## src/design/assert_macros.svh

```systemverilog
// assertion macros shared by the codec rtl
// expects a clock named clk and a synchronous reset named rst in scope
`ifndef ASSERT_MACROS_SVH
`define ASSERT_MACROS_SVH

// property must hold at every clock edge outside reset
`define ASSERT_ALWAYS(label, prop, msg) \
  label: assert property (@(posedge clk) disable iff (rst) (prop)) else $error(msg);

// consequent must hold in the same cycle as the antecedent
`define ASSERT_IMPLIES(label, ante, cons, msg) \
  label: assert property (@(posedge clk) disable iff (rst) (ante) |-> (cons)) \
    else $error(msg);

`endif

```

## src/design/mcc_pkg.sv

```systemverilog
// types, codes and code tables of the morse codec
// no dependencies
`timescale 1ns / 1ps

package mcc_pkg;

  localparam int MAX_CODE_LEN = 5;
  localparam int CODE_W       = 5;
  localparam logic [5:0] FIRST_LEAF = 6'd31;

  typedef enum logic [0:0] {
    OP_DECODE = 1'b0,
    OP_ENCODE = 1'b1
  } op_t;

  typedef enum logic [1:0] {
    SYM_DOT   = 2'd0,
    SYM_DASH  = 2'd1,
    SYM_OTHER = 2'd2,
    SYM_END   = 2'd3
  } sym_t;

  typedef enum logic [2:0] {
    KIND_DOT     = 3'd0,
    KIND_DASH    = 3'd1,
    KIND_SPACE   = 3'd2,
    KIND_SLASH   = 3'd3,
    KIND_CHAR    = 3'd4,
    KIND_INVALID = 3'd5
  } kind_t;

  typedef enum logic [1:0] {
    JOB_SINGLE,
    JOB_MARKS,
    JOB_SPACE
  } job_mode_t;

  // decode state held in the state memory
  typedef struct packed {
    logic [5:0] path;
    logic       ovf;
    logic       open;
  } dec_state_t;

  // one output sequence handed to the emitter
  typedef struct packed {
    job_mode_t         mode;
    kind_t             kind;
    logic [7:0]        ch;
    logic [2:0]        len;
    logic [CODE_W-1:0] marks;
  } job_t;

  // code of one character, first mark in the msb, dash is 1
  typedef struct packed {
    logic              found;
    logic [2:0]        len;
    logic [CODE_W-1:0] marks;
  } code_t;

  // letter at each heap-ordered tree node, zero where none
  function automatic logic [7:0] node_letter(input logic [5:0] idx);
    logic [7:0] c;
    c = 8'h00;
    unique case (idx)
      6'd1:  c = "E";
      6'd2:  c = "T";
      6'd3:  c = "I";
      6'd4:  c = "A";
      6'd5:  c = "N";
      6'd6:  c = "M";
      6'd7:  c = "S";
      6'd8:  c = "U";
      6'd9:  c = "R";
      6'd10: c = "W";
      6'd11: c = "D";
      6'd12: c = "K";
      6'd13: c = "G";
      6'd14: c = "O";
      6'd15: c = "H";
      6'd16: c = "V";
      6'd17: c = "F";
      6'd19: c = "L";
      6'd21: c = "P";
      6'd22: c = "J";
      6'd23: c = "B";
      6'd24: c = "X";
      6'd25: c = "C";
      6'd26: c = "Y";
      6'd27: c = "Z";
      6'd28: c = "Q";
      6'd31: c = "5";
      6'd32: c = "4";
      6'd34: c = "3";
      6'd38: c = "2";
      6'd46: c = "1";
      6'd47: c = "6";
      6'd55: c = "7";
      6'd59: c = "8";
      6'd61: c = "9";
      6'd62: c = "0";
      default: c = 8'h00;
    endcase
    return c;
  endfunction

  // marks of an upper-case letter or digit
  function automatic code_t code_lookup(input logic [7:0] c);
    code_t r;
    r = '0;
    r.found = 1'b1;
    unique case (c)
      "A": begin r.len = 3'd2; r.marks = 5'b01000; end
      "B": begin r.len = 3'd4; r.marks = 5'b10000; end
      "C": begin r.len = 3'd4; r.marks = 5'b10100; end
      "D": begin r.len = 3'd3; r.marks = 5'b10000; end
      "E": begin r.len = 3'd1; r.marks = 5'b00000; end
      "F": begin r.len = 3'd4; r.marks = 5'b00100; end
      "G": begin r.len = 3'd3; r.marks = 5'b11000; end
      "H": begin r.len = 3'd4; r.marks = 5'b00000; end
      "I": begin r.len = 3'd2; r.marks = 5'b00000; end
      "J": begin r.len = 3'd4; r.marks = 5'b01110; end
      "K": begin r.len = 3'd3; r.marks = 5'b10100; end
      "L": begin r.len = 3'd4; r.marks = 5'b01000; end
      "M": begin r.len = 3'd2; r.marks = 5'b11000; end
      "N": begin r.len = 3'd2; r.marks = 5'b10000; end
      "O": begin r.len = 3'd3; r.marks = 5'b11100; end
      "P": begin r.len = 3'd4; r.marks = 5'b01100; end
      "Q": begin r.len = 3'd4; r.marks = 5'b11010; end
      "R": begin r.len = 3'd3; r.marks = 5'b01000; end
      "S": begin r.len = 3'd3; r.marks = 5'b00000; end
      "T": begin r.len = 3'd1; r.marks = 5'b10000; end
      "U": begin r.len = 3'd3; r.marks = 5'b00100; end
      "V": begin r.len = 3'd4; r.marks = 5'b00010; end
      "W": begin r.len = 3'd3; r.marks = 5'b01100; end
      "X": begin r.len = 3'd4; r.marks = 5'b10010; end
      "Y": begin r.len = 3'd4; r.marks = 5'b10110; end
      "Z": begin r.len = 3'd4; r.marks = 5'b11000; end
      "1": begin r.len = 3'd5; r.marks = 5'b01111; end
      "2": begin r.len = 3'd5; r.marks = 5'b00111; end
      "3": begin r.len = 3'd5; r.marks = 5'b00011; end
      "4": begin r.len = 3'd5; r.marks = 5'b00001; end
      "5": begin r.len = 3'd5; r.marks = 5'b00000; end
      "6": begin r.len = 3'd5; r.marks = 5'b10000; end
      "7": begin r.len = 3'd5; r.marks = 5'b11000; end
      "8": begin r.len = 3'd5; r.marks = 5'b11100; end
      "9": begin r.len = 3'd5; r.marks = 5'b11110; end
      "0": begin r.len = 3'd5; r.marks = 5'b11111; end
      default: r = '0;
    endcase
    return r;
  endfunction

endpackage

```

## src/design/mcc_ram.sv

```systemverilog
// generic single-port-write, registered-read ram
// no dependencies
`timescale 1ns / 1ps

module mcc_ram #(
  parameter int WIDTH = 8,
  parameter int DEPTH = 2
) (
  input  logic                     clk,
  input  logic                     wr_en,
  input  logic [$clog2(DEPTH)-1:0] wr_addr,
  input  logic [WIDTH-1:0]         wr_data,
  input  logic                     rd_en,
  input  logic [$clog2(DEPTH)-1:0] rd_addr,
  output logic [WIDTH-1:0]         rd_data
);

  logic [WIDTH-1:0] mem [DEPTH];

  // write port
  always_ff @(posedge clk) begin
    if (wr_en) begin
      mem[wr_addr] <= wr_data;
    end
  end

  // registered read, old data on a same-cycle write
  always_ff @(posedge clk) begin
    if (rd_en) begin
      rd_data <= mem[rd_addr];
    end
  end

endmodule

```

## src/design/mcc_emitter.sv

```systemverilog
// output sequencer: turns one job into a run of result transactions
// depends on mcc_pkg
`timescale 1ns / 1ps

module mcc_emitter (
  input  logic          clk,
  input  logic          rst,
  input  logic          job_valid,
  input  mcc_pkg::job_t job_in,
  output logic          job_ready,
  output logic          out_valid,
  input  logic          out_stall,
  output logic [2:0]    out_kind,
  output logic [7:0]    out_char,
  output logic          last
);

  logic                       busy;
  mcc_pkg::job_t              job;
  logic [2:0]                 cnt;
  logic                       advance;
  mcc_pkg::kind_t             cur_kind;
  logic [7:0]                 cur_char;
  logic                       cur_last;

  assign advance   = busy && (!out_valid || !out_stall);
  assign job_ready = !busy || (advance && cur_last);

  // result at the current step of the job
  always_comb begin
    cur_kind = mcc_pkg::KIND_SPACE;
    cur_char = 8'h00;
    cur_last = 1'b0;
    unique case (job.mode)
      mcc_pkg::JOB_SINGLE: begin
        cur_kind = job.kind;
        cur_char = job.ch;
        cur_last = 1'b1;
      end
      mcc_pkg::JOB_MARKS: begin
        if (cnt < job.len) begin
          cur_kind = job.marks[mcc_pkg::CODE_W-1] ? mcc_pkg::KIND_DASH : mcc_pkg::KIND_DOT;
        end else begin
          cur_kind = mcc_pkg::KIND_SPACE;
          cur_last = 1'b1;
        end
      end
      mcc_pkg::JOB_SPACE: begin
        cur_kind = (cnt == 3'd1) ? mcc_pkg::KIND_SLASH : mcc_pkg::KIND_SPACE;
        cur_last = (cnt == 3'd2);
      end
      default: begin
        cur_kind = mcc_pkg::KIND_SPACE;
        cur_last = 1'b1;
      end
    endcase
  end

  // job register and step counter
  always_ff @(posedge clk) begin
    if (rst) begin
      busy <= 1'b0;
    end else if (job_valid && job_ready) begin
      busy <= 1'b1;
    end else if (advance && cur_last) begin
      busy <= 1'b0;
    end
  end

  always_ff @(posedge clk) begin
    if (job_valid && job_ready) begin
      job <= job_in;
      cnt <= 3'd0;
    end else if (advance) begin
      job.marks <= {job.marks[mcc_pkg::CODE_W-2:0], 1'b0};
      cnt       <= cnt + 3'd1;
    end
  end

  // output register
  always_ff @(posedge clk) begin
    if (rst) begin
      out_valid <= 1'b0;
    end else if (advance) begin
      out_valid <= 1'b1;
    end else if (!out_stall) begin
      out_valid <= 1'b0;
    end
  end

  always_ff @(posedge clk) begin
    if (advance) begin
      out_kind <= cur_kind;
      out_char <= cur_char;
      last     <= cur_last;
    end
  end

endmodule

```

## src/design/morse_code_codec.sv

```systemverilog
// morse codec, decode by tree walk and encode by code table
// path: an item passes the stage 1 register, the emitter job register and the output register
// throughput: one result per cycle from the emitter while out_stall is low; a letter or
//   digit gives code length plus one results, up to six
// reset: clears pipeline and output valids; the state ram entry reads as the root
//   with both flags clear until the first decode transaction writes it
`timescale 1ns / 1ps
`include "assert_macros.svh"

module morse_code_codec (
  input  logic       clk,
  input  logic       rst,
  input  logic       in_valid,
  output logic       in_stall,
  input  logic       opcode,
  input  logic [1:0] symbol,
  input  logic [7:0] text_char,
  output logic       out_valid,
  input  logic       out_stall,
  output logic [2:0] out_kind,
  output logic [7:0] out_char,
  output logic       last
);

  localparam int STATE_W = $bits(mcc_pkg::dec_state_t);

  // tree depth of a heap-ordered node
  function automatic logic [3:0] node_depth(input logic [5:0] idx);
    logic [5:0] i;
    logic [3:0] d;
    i = idx;
    d = 4'd0;
    for (int k = 0; k < 6; k++) begin
      if (i != 6'd0) begin
        i = (i - 6'd1) >> 1;
        d = d + 4'd1;
      end
    end
    return d;
  endfunction

  logic                 in_accept;
  logic                 s1_valid;
  mcc_pkg::op_t         s1_opcode;
  mcc_pkg::sym_t        s1_symbol;
  logic [7:0]           s1_char;
  logic                 s1_fwd;
  mcc_pkg::dec_state_t  s1_fwd_state;
  logic                 s1_mem_ok;
  logic                 s1_move;
  logic                 state_valid;

  logic                 wr_en;
  mcc_pkg::dec_state_t  wr_state;
  logic [STATE_W-1:0]   rd_data;

  mcc_pkg::dec_state_t  cur;
  mcc_pkg::dec_state_t  state_next;
  logic                 has_job;
  mcc_pkg::job_t        job;
  mcc_pkg::code_t       code;
  logic [7:0]           letter;
  logic                 job_ready;

  assign in_accept = in_valid && !in_stall;
  assign s1_move   = s1_valid && (!has_job || job_ready);
  assign in_stall  = s1_valid && !s1_move;
  assign wr_en     = s1_move && (s1_opcode == mcc_pkg::OP_DECODE);
  assign wr_state  = state_next;

  // decode state memory, entry 0 holds the open token
  mcc_ram #(
    .WIDTH (STATE_W),
    .DEPTH (2)
  ) u_state_ram (
    .clk     (clk),
    .wr_en   (wr_en),
    .wr_addr (1'b0),
    .wr_data (wr_state),
    .rd_en   (in_accept),
    .rd_addr (1'b0),
    .rd_data (rd_data)
  );

  // stage 1 control
  always_ff @(posedge clk) begin
    if (rst) begin
      s1_valid    <= 1'b0;
      state_valid <= 1'b0;
    end else begin
      if (in_accept) begin
        s1_valid <= 1'b1;
      end else if (s1_move) begin
        s1_valid <= 1'b0;
      end
      if (wr_en) begin
        state_valid <= 1'b1;
      end
    end
  end

  // stage 1 payload and forwarding of a write that overlaps the read
  always_ff @(posedge clk) begin
    if (in_accept) begin
      s1_opcode    <= mcc_pkg::op_t'(opcode);
      s1_symbol    <= mcc_pkg::sym_t'(symbol);
      s1_char      <= text_char;
      s1_fwd       <= wr_en;
      s1_fwd_state <= wr_state;
      s1_mem_ok    <= state_valid;
    end
  end

  // read-modify-write of the decode state and job build
  always_comb begin
    if (s1_fwd) begin
      cur = s1_fwd_state;
    end else if (s1_mem_ok) begin
      cur = mcc_pkg::dec_state_t'(rd_data);
    end else begin
      cur = '0;
    end
    state_next = cur;
    has_job    = 1'b0;
    job        = '0;
    letter     = mcc_pkg::node_letter(cur.path);
    code       = mcc_pkg::code_lookup(s1_char);
    unique case (s1_opcode)
      mcc_pkg::OP_DECODE: begin
        unique case (s1_symbol)
          mcc_pkg::SYM_DOT, mcc_pkg::SYM_DASH: begin
            state_next.open = 1'b1;
            if (!cur.ovf) begin
              if (cur.path >= mcc_pkg::FIRST_LEAF ||
                  node_depth(cur.path) >= 4'(mcc_pkg::MAX_CODE_LEN)) begin
                state_next.ovf = 1'b1;
              end else begin
                state_next.path = {cur.path[4:0], 1'b0} + 6'd1 + {5'd0, s1_symbol[0]};
              end
            end
          end
          mcc_pkg::SYM_OTHER: begin
            state_next.open = 1'b1;
          end
          mcc_pkg::SYM_END: begin
            if (cur.open) begin
              has_job  = 1'b1;
              job.mode = mcc_pkg::JOB_SINGLE;
              priority if (cur.ovf) begin
                job.kind = mcc_pkg::KIND_INVALID;
              end else if (cur.path == 6'd0) begin
                job.kind = mcc_pkg::KIND_SPACE;
              end else if (letter == 8'h00) begin
                job.kind = mcc_pkg::KIND_INVALID;
              end else begin
                job.kind = mcc_pkg::KIND_CHAR;
                job.ch   = letter;
              end
              state_next = '0;
            end
          end
          default: state_next = cur;
        endcase
      end
      mcc_pkg::OP_ENCODE: begin
        if (s1_char == " ") begin
          has_job  = 1'b1;
          job.mode = mcc_pkg::JOB_SPACE;
        end else if (code.found) begin
          has_job   = 1'b1;
          job.mode  = mcc_pkg::JOB_MARKS;
          job.len   = code.len;
          job.marks = code.marks;
        end
      end
      default: has_job = 1'b0;
    endcase
  end

  // result sequencer with output register
  mcc_emitter u_emitter (
    .clk       (clk),
    .rst       (rst),
    .job_valid (s1_valid && has_job),
    .job_in    (job),
    .job_ready (job_ready),
    .out_valid (out_valid),
    .out_stall (out_stall),
    .out_kind  (out_kind),
    .out_char  (out_char),
    .last      (last)
  );

  // checks on internal consistency
  `ASSERT_IMPLIES(a_stall_needs_item, in_stall, s1_valid, "input stalled with stage 1 empty")
  `ASSERT_IMPLIES(a_closed_is_root, wr_en && !wr_state.open,
    wr_state.path == 6'd0 && !wr_state.ovf, "closed token left off the root")
  `ASSERT_IMPLIES(a_char_only_decoded, out_valid && out_kind != mcc_pkg::KIND_CHAR,
    out_char == 8'h00, "character set on a non-character result")
  `ASSERT_ALWAYS(a_kind_range, !out_valid || out_kind <= mcc_pkg::KIND_INVALID,
    "result kind out of range")

endmodule
```

## config.mk

```make
export PLATFORM = sky130hd
export DESIGN_NAME = morse_code_codec
export DESIGN_NICKNAME = d
export VERILOG_FILES = /design/src/design/mcc_pkg.sv /design/src/design/mcc_ram.sv /design/src/design/mcc_emitter.sv /design/src/design/morse_code_codec.sv
export VERILOG_INCLUDE_DIRS = /design/src /design/src/design
export SDC_FILE = /design/constraint.sdc
export NUM_CORES = 1
export LEC_CHECK = 0
export ABC_AREA = 0
export BUFFER_PORTS_ARGS = -buffer_cell sky130_fd_sc_hd__buf_2
export CAP_MARGIN = 10
export CORE_UTILIZATION = 45
export DETAILED_ROUTE_END_ITERATION = 10
export PLACE_DENSITY_LB_ADDON = 0.05
export REMOVE_ABC_BUFFERS = 1
export SLEW_MARGIN = 20
export SYNTH_ARGS = -nofsm -noshare
export SYNTH_HDL_FRONTEND = slang
export SYNTH_SLANG_ARGS = --single-unit
```

## constraint.sdc

```tcl
create_clock -name clk -period 10.75 [get_ports clk]
set_clock_uncertainty 0.1 [all_clocks]
set_input_delay 1.075 -clock clk [delete_from_list [all_inputs] [get_ports clk]]
set_output_delay 1.075 -clock clk [all_outputs]
set_load 0.005 [all_outputs]
```

Word-level counts from Yosys, hierarchy flattened. Memory sizes are Yosys's and may differ from the RTL's. A register that Yosys moved wholly into a read port is not among the register bits. Index checks and enable logic that the tools add are counted.

Output and inout port bits: 14. Flip-flop bits (word level): 61. Memories kept: 2. Memory bits (read-only): 448. Logic and storage cells: 212. Bits of input ports: 15. RAM bits: 16.

Memories: (no name shown) (depth 64, bits a word 7, read ports 1, clocked after Yosys merged registers in 0, write ports 0, RTL line mcc_pkg.sv:65) `unique case (idx)`; u_state_ram.mem (depth 2, bits a word 8, read ports 1, clocked after Yosys merged registers in 1, write ports 1, RTL line mcc_ram.sv:18) `logic [WIDTH-1:0] mem [DEPTH];`.

Reductions and logical operators: 38. $add $sub $neg: 13. Order comparisons: 3. Mux-type cells: 85. Bitwise operators: 4. Equal/unequal tests: 45.

Operator list (count): $pmux 8 s36 (1); $eq 8x7->1 const B (26); $mux 6 (21); $mux 4 (23); $eq 8x6->1 const B (11); $reduce_bool 6->1 (6); $reduce_or 36->1 (1); $mux 8 (4); $sub 6x1->6 const B (5); $mux 5 (5); $add 4x1->4 const B (5); $mux 1 (20); $pmux 7 s2 (1); $mux 3 (3); $pmux 3 s3 (1); $reduce_or 3->1 (3); $logic_and 1x1->1 (8); $logic_not 8->1 (1); $mux 7 (1); $add 6x1->6 (1); $add 6x1->6 const B (1); $eq 2x2->1 const B (3); $ge 6x5->1 const B (1); $logic_not 1->1 (6); other kinds (18) (30).

Longest topological paths before layout. Gate-level depths: netlist of the first run.

Depth in word-level cells: 38. Gate-level depth with buffers: 41. Mapped depth without buffers: 37.

Hierarchy. A second synthesis of the first run with hierarchy kept.

Cells, all modules: 614. Area, all modules: 6015.8 µm².

By module, submodules not included: morse_code_codec (instances 1, area each 3559.7 µm², cells an instance 479, seq. area each 670.6 µm²); mcc_emitter (instances 1, area each 1591.5 µm², cells an instance 100, seq. area each 1091.0 µm²); mcc_ram (instances 1, area each 864.6 µm², cells an instance 35, seq. area each 720.7 µm²).

Worst setup path after synthesis of the first run. No wires, ideal clock.

Path kind: register to register. From: reg s1_fwd. To: reg s1_fwd_state[6] in the netlist's numbering (data pin). Slack: 1517 ps. Period minus slack after synthesis: 9233 ps. Path buffers: 4. Arrival: 8871 ps. Required time: 10388 ps. Setup time: 262 ps. Cell stages (with the launch flop): 40. Cells stage by stage: edfxtp_1 -> buf_4 -> buf_6 -> a22oi_1 -> ha_1 -> clkbuf_1 -> o211a_1 -> nand2_1 -> inv_1 -> mux2i_1 -> inv_1 -> ha_1 -> inv_1 -> nor4_4 -> nor2_1 -> a311oi_1 -> ha_1 -> inv_1 -> [... 4 more ...] -> inv_1 -> ha_1 -> inv_1 -> o41ai_4 -> o311a_1 -> mux2_2 -> ha_1 -> a21boi_1 -> o31ai_4 -> or2_1 -> mux2_2 -> ha_1 -> xor3_1 -> xor2_1 -> a2111oi_4 -> mux2_2 -> a22oi_1 -> nand2_1.

RTL lines: start: declaration (RTL line morse_code_codec.sv:47) `logic s1_fwd;`; start signal: assignment (RTL line morse_code_codec.sv:108) `s1_fwd <= wr_en;`; end signal: assignment (RTL line morse_code_codec.sv:109) `s1_fwd_state <= wr_state;`; end: declaration (RTL line morse_code_codec.sv:48) `mcc_pkg::dec_state_t s1_fwd_state;`.

==> run summary, run 1 <==
The run finished with clean final reports. The routed design could run at a clock period as short as 10010 ps. The growth of design area from synthesis to finish is 9.20%.

The library cell used most frequently in the layout, excluding fill and tap cells, is sky130_fd_sc_hd__edfxtp_1. The setup check on the worst reg-to-reg path leaves a slack of 740 ps. The hold violation count in the final report was 0. Summed over all layers, the global routing overflow is 0. The via count of the first global-routing pass is 4224.

In this run the clock root is driven by a sky130_fd_sc_hd__clkbuf_16. The worst-path cell with the longest stage delay is sky130_fd_sc_hd__o41ai_4. The hold-fix buffer count after cts is 0. The maximum clock rate came out at between 0.09 and 0.1 GHz. The maximum single-stage delay on the critical path is 500 ps. The netlist area before placement is 0.00586 sq mm. The instance count along the most critical hold path is 0. The clock-pin slew on the worst setup and hold paths came out at 60 ps.

The maximum count of clock buffers along a single path came out at 2. The level count of the clock H-tree is 3. The leading register cell type out of synthesis is sky130_fd_sc_hd__edfxtp_1. The async set-or-reset flop fraction in the synthesized netlist came out at 0. The worst reg-to-reg path cell count came out at 38. In the routed layout, each cell is associated on average with a via count of 5.93. Of all nets on the critical path, the largest fanout is 21. The flip-flop and latch count after synthesis is 75. The transition time of the tightest slew-check pin came out at 969 ps.

The overall via count from detail_route came out at 4777. Clock tree synthesis found a total of 75 sinks. The placed wire-length estimate is 9940 um. For the final routed database, the setup TNS stands at 0 ps.

The first-pass GRT wire length is 21900 um. The vertical die dimension is roughly 120 um. The width of the die came out at 116 um.

In this run the post-CTS setup repair buffer count came out at 0. Yosys mapped a number of flops with a built-in enable equal to 68. The number of violations of the max-capacitance limit came out at 0. The count of buffers inserted at the top-level ports is 27. Yosys mapped the design onto 92 distinct sky130hd cell types. Among the stages of the critical path, the cell type that occurs most often is sky130_fd_sc_hd__inv_1. The starting density of the core is 0.463. The maximum number of pins on one net before global-route repair came out at 30. STA puts the critical path data required time at 10740 ps. The min-delay analysis places its worst path in the category flop to flop. The post-detailed-route count of antenna-violating nets is 0.

The number of antenna diodes in the final layout is 0. The final critical-path share of the clock period came out at 0.931. The type of element capturing the critical path is a flop. STA classifies the critical path startpoint as a flop. The share of synthesized area occupied by flip-flops and latches is 0.372. Setup repair after global routing left no endpoint under its margin. The remaining max-slew budget at the tightest pin came out at 0.350. The die covers 0.0135 sq mm. The placeable core region is between 0.01 and 0.015 sq mm. The final-stage net count is 673. The average cell area after synthesis came out at around 9.4 sq um. The total of warnings raised by yosys came out at 0.

The floorplan has 41 rows. The first detailed-routing pass took 6 iterations. Leaving out fill and tap cells, the most frequent cells in the layout are 68 x sky130_fd_sc_hd__edfxtp_1, 62 x sky130_fd_sc_hd__nand2_1, 52 x sky130_fd_sc_hd__nor2_1, 39 x sky130_fd_sc_hd__a21oi_1, 34 x sky130_fd_sc_hd__o21ai_0. The max-slew violation count is 0.

The number of DRC violations after detailed-routing iteration 0 is 410. The routability-driven placement congestion ratio is 0.853. The synthesized instance count came out at 621. The aggregate global-route resource usage came out at 0.212. In the final layout, the share of cells above drive strength 1 is 0.153. The mean routed wirelength per cell is 16.9 um.

TritonCTS built the clock tree. The number of antenna violations at the first check in global routing came out at 0. For this run, design rule violations remaining after detail routing come to 0.

The clock insertion delay at the later pin of the skew report came out at approximately 350 ps. The boundary pin count is 29. The setup path with the least slack is of type flop to flop. The final setup violation count is 0. The routed wire length is 13600 um. At the worst endpoint, the arrival time is 10000 ps. TritonCTS created 9 clock buffers.
through the flow:
step	instance area, sq um	hold WS [ps]	setup WS, ps	instances	utilization
after CTS	6390	322	556	806	0.505
final	6400	322	736	806	0.505
after detailed placement	6100	307	573	790	0.481
after global placement	6100	302	998	790	0.481
after global routing	6400	332	91.3	806	0.505
after floorplan	5680	300	1380	582	-
routing by layer:
layer / vias up / global-route usage / routed length (um)
met1: 2233 / 0.313 / 6780
met2: 153 / 0.311 / 5960
met5: - / 0 / 0
met3: 26 / 0.0353 / 623
met4: 0 / 0.0795 / 258
li1: 2365 / - / -
sequential cells by signal, summed over array words and instances, names as in the netlist:
signal and count:
u_emitter.out_char 7, s1_fwd 1, u_emitter.out_valid 1, s1_fwd_state 8
u_emitter.job 20, u_emitter.out_kind 3, state_valid 1, s1_valid 1
s1_char 8, u_state_ram.mem 8, u_state_ram.rd_data 8, s1_opcode 1
s1_symbol 2, s1_mem_ok 1, u_emitter.cnt 3, u_emitter.last 1
u_emitter.busy 1
area by class of cell:
class	count	area [sq um]
clock inverter	7	72.6
multi-input combinational	480	3400
sequential	75	2180
tap	172	215
inverter	27	101
timing repair buffer	36	203
clock buffer	9	225
fill	1180	6270
cell families after synthesis:
family / count (synthesis) / synth area share
flip-flops: 75 / 0.372
adder cells (fa/ha/maj): 30 / 0.0636
multiplexers: 21 / 0.0399
other: 1 / 0.000640
AND/OR/NAND/NOR: 214 / 0.183
AO/OA/AOI/OAI: 198 / 0.263
XOR/XNOR: 16 / 0.0290
buffers and inverters: 66 / 0.0491
worst max-delay path, delay by kind of cell (launching register included):
kind,cells,cell delay (ps)
muxes,4,1180
AOI/OAI and AO/OA,10,3000
buffers and inverters,8,1230
xor gates and xnor gates,2,540
and+or+nand+nor,8,1720
adders and majority gates,6,1630
DFF,1,350
synth_stat cells, types with 3 or more instances:
master,number,area [sq um]
sky130_fd_sc_hd__o211ai_1,9,67.6
sky130_fd_sc_hd__edfxtp_1,68,2040
sky130_fd_sc_hd__nor2b_1,12,75.1
sky130_fd_sc_hd__a21oi_1,39,195
sky130_fd_sc_hd__a21o_1,6,45.0
sky130_fd_sc_hd__a221o_1,4,40.0
sky130_fd_sc_hd__a221oi_1,4,35.0
sky130_fd_sc_hd__o22ai_1,4,25.0
sky130_fd_sc_hd__a211oi_1,6,45.0
sky130_fd_sc_hd__o311ai_0,4,35.0
sky130_fd_sc_hd__a22o_1,4,35.0
sky130_fd_sc_hd__nor2_1,52,195
sky130_fd_sc_hd__o32ai_1,3,26.3
sky130_fd_sc_hd__and2_1,13,81.3
sky130_fd_sc_hd__ha_1,29,363
sky130_fd_sc_hd__o21ai_0,34,170
sky130_fd_sc_hd__nand4_1,3,18.8
sky130_fd_sc_hd__xnor2_1,10,87.6
sky130_fd_sc_hd__inv_1,24,90.1
sky130_fd_sc_hd__nand2b_1,9,56.3
sky130_fd_sc_hd__o31ai_1,10,75.1
sky130_fd_sc_hd__mux2i_1,10,100
sky130_fd_sc_hd__nand2_1,62,233
sky130_fd_sc_hd__nand3_1,14,70.1
sky130_fd_sc_hd__o21a_1,6,45.0
sky130_fd_sc_hd__o311ai_1,3,26.3
sky130_fd_sc_hd__nor3_1,23,115
sky130_fd_sc_hd__mux2_2,8,90.1
sky130_fd_sc_hd__buf_1,4,15.0
sky130_fd_sc_hd__dfxtp_1,7,140
sky130_fd_sc_hd__and3_1,3,18.8
sky130_fd_sc_hd__o21ai_1,5,25.0
sky130_fd_sc_hd__a31oi_1,6,37.5
sky130_fd_sc_hd__buf_4,6,45.0
sky130_fd_sc_hd__nor3b_1,5,37.5
sky130_fd_sc_hd__xor2_1,3,26.3
sky130_fd_sc_hd__clkbuf_1,25,93.8
sky130_fd_sc_hd__a22oi_1,8,60.1
sky130_fd_sc_hd__inv_2,3,11.3
path summary, 6_finish.rpt:
kind | from | to
max | s1_fwd | u_state_ram.mem[0][5]
min | u_state_ram.mem[0][6] | u_state_ram.rd_data[6]
max reg2reg | s1_fwd | u_state_ram.mem[0][5]
min reg2reg | u_state_ram.mem[0][6] | u_state_ram.rd_data[6]
repair_timing:
item	in CTS	in global routing
endpoints found under the setup margin	0	14
endpoints found under the hold margin	0	0
resized for setup	0	2
Power of run 1 is not shown: default switching activity piles up to over one toggle a cycle in this logic, so the estimate is an artifact.
==> run 2: changes to the inputs <==
- SYNTH_HIERARCHICAL: default -> 1
==> run 2 against run 1 <==
Compared with the run above: fmax increased by 14%; first-iteration DRC count decreased by 14%; critical path depth decreased by 7; sequential share of layout area increased by 3.7 points; die area increased by 2.6%; non-clock buffer count decreased by 6; clock-buffer cell count unchanged; register-to-register slack improved by 1200 ps; critical path type unchanged.
==> run summary, run 2 <==
The aggregate global-route resource usage is 0.204 (-0.00804). The number of gates resized after CTS was 0 (unchanged). The final total negative setup slack is 0 ps (unchanged). The max-slew violation count is 0 (unchanged). In the final layout, the registers with the most flip-flops are u_emitter/job (21), u_state_ram/mem (16).

The worst reg-to-reg path cell count came out at 31 (-18%). The flow ran to the end, and the final reports show no timing, DRC or antenna violations. The maximum clock rate came out at 0.114 GHz (+14%).

The starting density of the core is 0.469 (+0.00645). The antenna diode count is 0 (unchanged). In this run the critical register-to-register path is captured at u_state_ram/mem[1][4]. The flip-flop and latch count after synthesis is 85 (+13%).

Ranked by instance count, the synthesized netlist is headed by 78 x sky130_fd_sc_hd__edfxtp_1, 62 x sky130_fd_sc_hd__nor2_1, 47 x sky130_fd_sc_hd__nand2_1. The growth of design area from synthesis to finish is 9.28% (about the same). The per-cell via count in the routed design is 5.95 (+0.33%). The number of violations of the max-capacitance limit came out at 0 (unchanged). The slowest stage of the critical path is the sky130_fd_sc_hd__edfxtp_1 cell. The peak fanout along the critical path is 23 (+9.5%). The worst hold path belongs to the class flop to flop. The hold-fix buffer count after cts is 0 (unchanged).

The maximum count of clock buffers along a single path was 2 (unchanged). The required arrival time at the worst endpoint came out at 10710 ps (-30 ps). The shortest clock period the worst path allows after layout was 8780 ps (-1240 ps). TritonCTS built the clock tree.

Setup repair after global routing left no endpoint under its margin. In this run the most critical hold path is launched from state_valid. The count of buffers inserted at the top-level ports is 28 (+3.7%). The library cell used most frequently in the layout, excluding fill and tap cells, is sky130_fd_sc_hd__edfxtp_1. The vertical die dimension was 118 um (+1.3%). The maximum number of pins on one net before global-route repair came out at 30 (unchanged). The remaining max-slew budget at the tightest pin was 0.303 (-0.0470). The mean routed wirelength per cell came out at 17.2 um (+1.7%). The flip-flop count of the largest register after layout came out at 21 (+5.0%). The setup fix buffers added after clock tree synthesis came to 0 (unchanged). The worst hold-check slack came to 341 ps (+18.8 ps). The number of iterations in the first detailed-routing pass was 4 (-2). The routability-driven placement congestion ratio came to 0.899 (+5.4%). By startpoint and endpoint, the worst setup path is classified as flop to flop. The total clock buffers created by CTS came out at 9 (unchanged).

STA classifies the critical path endpoint as a flop. The number of antenna violations at the first check in global routing is 0 (unchanged). The instance count along the most critical hold path is 0 (unchanged). The share of synthesized area occupied by flip-flops and latches was 0.413 (+0.0404). The width of the die is 118 um (+1.3%).

For hold timing, the worst endpoint is s1_mem_ok. The first-pass GRT wire length is 22200 um (+1.5%). The netlist area before placement came out at 0.00602 sq mm (+2.6%). The total congestion overflow after global routing is 0 (unchanged). The data arrival time at the worst-slack endpoint came out at 8740 ps (-1260 ps). The overall via count from detail_route is 4775 (-0.042%).

The worst setup slack for register-to-register paths is 1970 ps (+1240 ps). Sorting the synthesized cells by area gives the leading types as sky130_fd_sc_hd__edfxtp_1 39%, sky130_fd_sc_hd__ha_1 6.0%, sky130_fd_sc_hd__nor2_1 3.9%, sky130_fd_sc_hd__a21oi_1 3.6%, sky130_fd_sc_hd__mux2_4 3.2%. For this run, the leading register cell type out of synthesis is sky130_fd_sc_hd__edfxtp_1. The clock-pin slew on the worst setup and hold paths was 70 ps (about the same). The average cell area after synthesis is 9.80 sq um (+3.8%). The level count of the clock H-tree came to 3 (unchanged). The final-stage net count is 671 (-0.30%). The number of remaining DRC errors is 0 (unchanged). The clock insertion delay at the later pin of the skew report came to 350 ps (about the same). More flip-flops sit in one register than any other, and that register is u_emitter/job. The boundary pin count came out at 29 (unchanged). The share of layout cells above drive strength 1 came out at 0.151 (-0.00244).

The final setup violation count came out at 0 (unchanged). The area share of the largest cell type after synthesis is 0.389 (+0.0410). The placeable core region is 0.0128 sq mm (+1.2%). The area of the die is 0.0138 sq mm (+2.6%). The placed wire-length estimate came out at 9830 um (-1.1%).

CTS placed an instance of sky130_fd_sc_hd__clkbuf_16 at the clock tree root. The number of sinks driven by the clock tree came out at 85 (+13%). The number of DRC violations after detailed-routing iteration 0 is 354 (-14%). The async set-or-reset flop fraction in the synthesized netlist came out at 0 (unchanged). The count of flip-flops with a built-in enable after synthesis came out at 78 (+15%). The transition time of the tightest slew-check pin came to 1040 ps (+70.0 ps). The most frequent cell after synthesis is sky130_fd_sc_hd__edfxtp_1. The via count of the first global-routing pass was 4398 (+4.1%). The startpoint identified for the worst register-to-register timing path is s1_fwd.

The unique cell type count in the Yosys netlist came out at 87 (-5.4%). The total of warnings raised by yosys is 6 (+6). The worst setup path is launched from a flop.

The hold violation count in the final report came out at 0 (unchanged). The synthesized instance count was 614 (-1.1%). The routed wire length is 13800 um (+1.3%).

The post-detailed-route count of antenna-violating nets came to 0 (unchanged). The number of rows created at floorplan came out at 41 (unchanged). The largest area contributor in the synthesized netlist is sky130_fd_sc_hd__edfxtp_1. The number of filler cells placed in the layout is 1200 (+1.7%). The top cell types in the final layout, fill and taps aside, are 78 x sky130_fd_sc_hd__edfxtp_1, 62 x sky130_fd_sc_hd__nor2_1, 47 x sky130_fd_sc_hd__nand2_1, 43 x sky130_fd_sc_hd__a21oi_1, 29 x sky130_fd_sc_hd__ha_1. The maximum single-stage delay on the critical path came out at 800 ps (+300 ps).

The final critical-path share of the clock period came out at 0.816 (-0.115). The cell seen most often among critical-path stages is sky130_fd_sc_hd__ha_1.
-- run 2: critical path, delay by kind of cell (launching register included) --
kind / cells / cell delay (ps)
muxes: 4 / 1210
adders and majority gates: 6 / 1640
xor gates and xnor gates: 2 / 320
DFF: 1 / 800
buffers and inverters: 2 / 310
and+or+nand+nor: 8 / 1480
AOI/OAI and AO/OA: 9 / 2580
-- run 2: final cells by class --
class	count	area (sq um)	area share
clock buffer	9	225	0.0343
clock inverter	6	96.3	0.0147
inverter	23	88.8	0.0135
multi-input combinational	478	3310	0.504
sequential	85	2480	0.378
tap	172	215	0.0327
timing repair buffer	30	155	0.0236
-- run 2: worst max-delay path by stage --
stage,cells after the start,startpoint,to
finish,31,s1_fwd,u_state_ram/mem[1][4]
CTS,31,s1_fwd,u_state_ram/mem[1][4]
global placement,31,s1_fwd,u_state_ram/mem[0][5]
detailed placement,31,s1_fwd,u_state_ram/mem[1][4]
global route,31,s1_fwd,u_state_ram/mem[1][4]
floorplan,30,s1_fwd,s1_fwd_state[5]
-- run 2: stage by stage --
stage / worst slack (ps) / std cells / area [sq um] / utilization
6_report: 1970 / 803 / 6570 / 0.513
5_1_grt: 1300 / 803 / 6570 / 0.513
3_3_place_gp: 2390 / 788 / 6250 / 0.488
4_1_cts: 1990 / 803 / 6570 / 0.513
2_1_floorplan: 3180 / 586 / 5880 / -
3_5_place_dp: 2010 / 788 / 6250 / 0.488
-- run 2: routing by layer --
metal	up-vias	global-route usage	wire, um
li1	2322	-	-
met1	2274	0.273	6360
met2	160	0.321	6340
met3	19	0.0567	908
met4	0	0.0617	194
met5	-	0	0
-- run 2: cells by family after synthesis --
| kind of cell | share of synthesized area |
|---|---|
| AO/OA/AOI/OAI | 0.216 |
| other | 0.000623 |
| flip-flops | 0.413 |
| buffers and inverters | 0.0393 |
| adder cells (fa/ha/maj) | 0.0603 |
| AND/OR/NAND/NOR | 0.183 |
| multiplexers | 0.0622 |
| XOR/XNOR | 0.0260 |
Power of run 2 is left out for the same reason.
==> run 3: changes to the inputs <==
- clock period: 10.75 -> 8.7 ns (I/O delays scaled with it)
==> run 3 against run 2 <==
Compared with the run above: clock-buffer cell count rose by 1; largest cell class unchanged; sequential share of layout area decreased by 0.11 points; worst hold slack better by 13 ps; register-to-register slack worse by 1400 ps; critical endpoint is now s1_fwd_state[4]; sequential cell count unchanged; highest routed layer unchanged; critical path type unchanged; cell area increased by 0.30%.
==> run summary, run 3 (synthesized netlist as in run 2, its figures left out) <==
The flow ran to the end, and the final reports show no timing, DRC or antenna violations. The maximum number of pins on one net before global-route repair came out at 30 (unchanged). In the layout the commonest cells are 78 x sky130_fd_sc_hd__edfxtp_1, 62 x sky130_fd_sc_hd__nor2_1, 47 x sky130_fd_sc_hd__nand2_1, 42 x sky130_fd_sc_hd__a21oi_1, 29 x sky130_fd_sc_hd__ha_1.

The post-detailed-route count of antenna-violating nets is 0 (unchanged). The number of remaining DRC errors came out at 0 (unchanged). The vertical die dimension was 118 um (unchanged). Setup repair after global routing left no endpoint under its margin. The number of gates resized after CTS came out at 0 (unchanged). The number of iterations in the first detailed-routing pass was 4 (unchanged). The area of the die is 0.0138 sq mm (unchanged). The non-filler instance count after layout was 809 (+0.75%). The worst setup path is of the flop to flop kind. The critical path depth came out at 31 (unchanged).

The path class of the lowest-slack min-delay path is flop to flop. The via count of the first global-routing pass is 4433 (+0.80%). The number of DRC violations after detailed-routing iteration 0 is 375 (+5.9%).

The number of antenna violations at the first check in global routing is 0 (unchanged). The final-stage net count came to 676 (+0.75%). The total clock buffers created by CTS came out at 9 (unchanged).

The placeable core region came out at 0.0128 sq mm (unchanged). The transition time of the tightest slew-check pin came out at 932 ps (-107 ps). The launching element type of the critical path is a flop. The instance count along the most critical hold path is 0 (unchanged). The number of filler cells placed in the layout came out at 1205 (+0.42%). Leaving out fill and tap cells, the most frequent cell in the layout is sky130_fd_sc_hd__edfxtp_1. The routability-driven placement congestion ratio came out at 0.931 (+3.6%). The level count of the clock H-tree is 3 (unchanged).

STA classifies the critical path endpoint as a flop. The number of rows created at floorplan is 41 (unchanged). The worst register-to-register path begins at s1_mem_ok. The register with the most flip-flops in the final layout is u_emitter/job. The required arrival time at the worst endpoint was 8660 ps (-2050 ps).

The worst reg-to-reg path cell count is 31 (unchanged). The final critical-path share of the clock period came out at 0.934 (+0.118). The maximum count of clock buffers along a single path came to 2 (unchanged).

TritonCTS built the clock tree. The clock insertion delay at the later pin of the skew report came out at 350 ps (about the same). The count of buffers inserted at the top-level ports came out at 28 (unchanged). The buffers plus inverters on the worst setup path came out at 2 (unchanged).

The first-pass GRT wire length is 22500 um (+1.6%). The boundary pin count came out at 29 (unchanged). The largest individual stage delay along the critical path comes from the cell sky130_fd_sc_hd__a211oi_4.

The width of the die came out at 118 um (unchanged). The flip-flop count of the largest register after layout is 21 (unchanged). The startpoint identified for the worst hold timing path is state_valid. The number of cells after detailed placement is 793 (+0.63%). Among cell families on the critical path, the largest total delay comes from compound AO/OA/AOI/OAI gates. The number of violations of the max-capacitance limit came to 0 (unchanged). The per-cell via count in the routed design came out at 5.88 (-1.1%).

The routed wire length came to 13800 um (+0.20%). The total congestion overflow after global routing came out at 0 (unchanged). The hold violation count in the final report is 0 (unchanged).

The share of layout cells above drive strength 1 was 0.159 (+0.00800). The clock-pin slew on the worst setup and hold paths is 70 ps (about the same). The setup fix buffers added after clock tree synthesis is 0 (unchanged). The final total negative setup slack is 0 ps (unchanged). The antenna diode count came to 0 (unchanged). The remaining max-slew budget at the tightest pin came out at 0.378 (+0.0759). The aggregate global-route resource usage came out at 0.205 (+0.00120). The starting density of the core came out at 0.469 (unchanged). The cell seen most often among critical-path stages is sky130_fd_sc_hd__ha_1.

The final setup violation count is 0 (unchanged). Clock tree synthesis selected as its root buffer the cell sky130_fd_sc_hd__clkbuf_16. The maximum single-stage delay on the critical path came out at 530 ps (-270 ps). The growth of design area from synthesis to finish came out at 9.61%.

The data arrival time at the worst-slack endpoint is 8090 ps (-650 ps). The placed wire-length estimate is 9970 um (+1.4%). The overall via count from detail_route is 4759 (-0.34%). In the final layout, the registers with the most flip-flops are u_emitter/job (21), u_state_ram/mem (16). The max-slew violation count came out at 0 (unchanged). The maximum clock rate is 0.123 GHz (+8.0%).

The peak fanout along the critical path came to 11 (-52%). The number of sinks driven by the clock tree is 85 (unchanged). The hold-fix buffer count after cts is 0 (unchanged). The mean routed wirelength per cell is 17.1 um (-0.55%).

The most critical setup path has its startpoint at s1_mem_ok. The shortest clock period the worst path allows after layout came out at 8130 ps (-648 ps).
run 3: layer usage:
metal	share of wire	vias up	track usage
li1	-	2336	-
met1	0.46	2270	0.274
met2	0.48	139	0.328
met3	0.050	14	0.0470
met4	0.017	0	0.0681
met5	0	-	0
run 3: final cells by class:
type / count / area [sq um] / share of cell area
clock buffers: 10 / 229 / 0.0347
clock inverters: 6 / 71.3 / 0.0108
inverters: 23 / 88.8 / 0.0135
multi-input cells: 478 / 3310 / 0.503
flip-flops and latches: 85 / 2480 / 0.376
well taps: 172 / 215 / 0.0326
repair buffers: 35 / 193 / 0.0292
run 3: path summary, 6_finish.rpt:
path                     end  slack (ps)
min reg2reg        s1_mem_ok         350
min                s1_mem_ok         350
max reg2reg  s1_fwd_state[4]         570
max          s1_fwd_state[4]         570
run 3: metrics by stage:
step | area, sq um | hold WS (ps) | util | worst slack, ps
3_3_place_gp | 6290 | 350 | 0.490 | 658
6_report | 6590 | 353 | 0.514 | 571
3_5_place_dp | 6290 | 327 | 0.490 | 339
5_1_grt | 6590 | 356 | 0.514 | 28.1
4_1_cts | 6590 | 351 | 0.514 | 298
2_1_floorplan | 5880 | 309 | - | 1130
Power of run 3 is left out for the same reason.
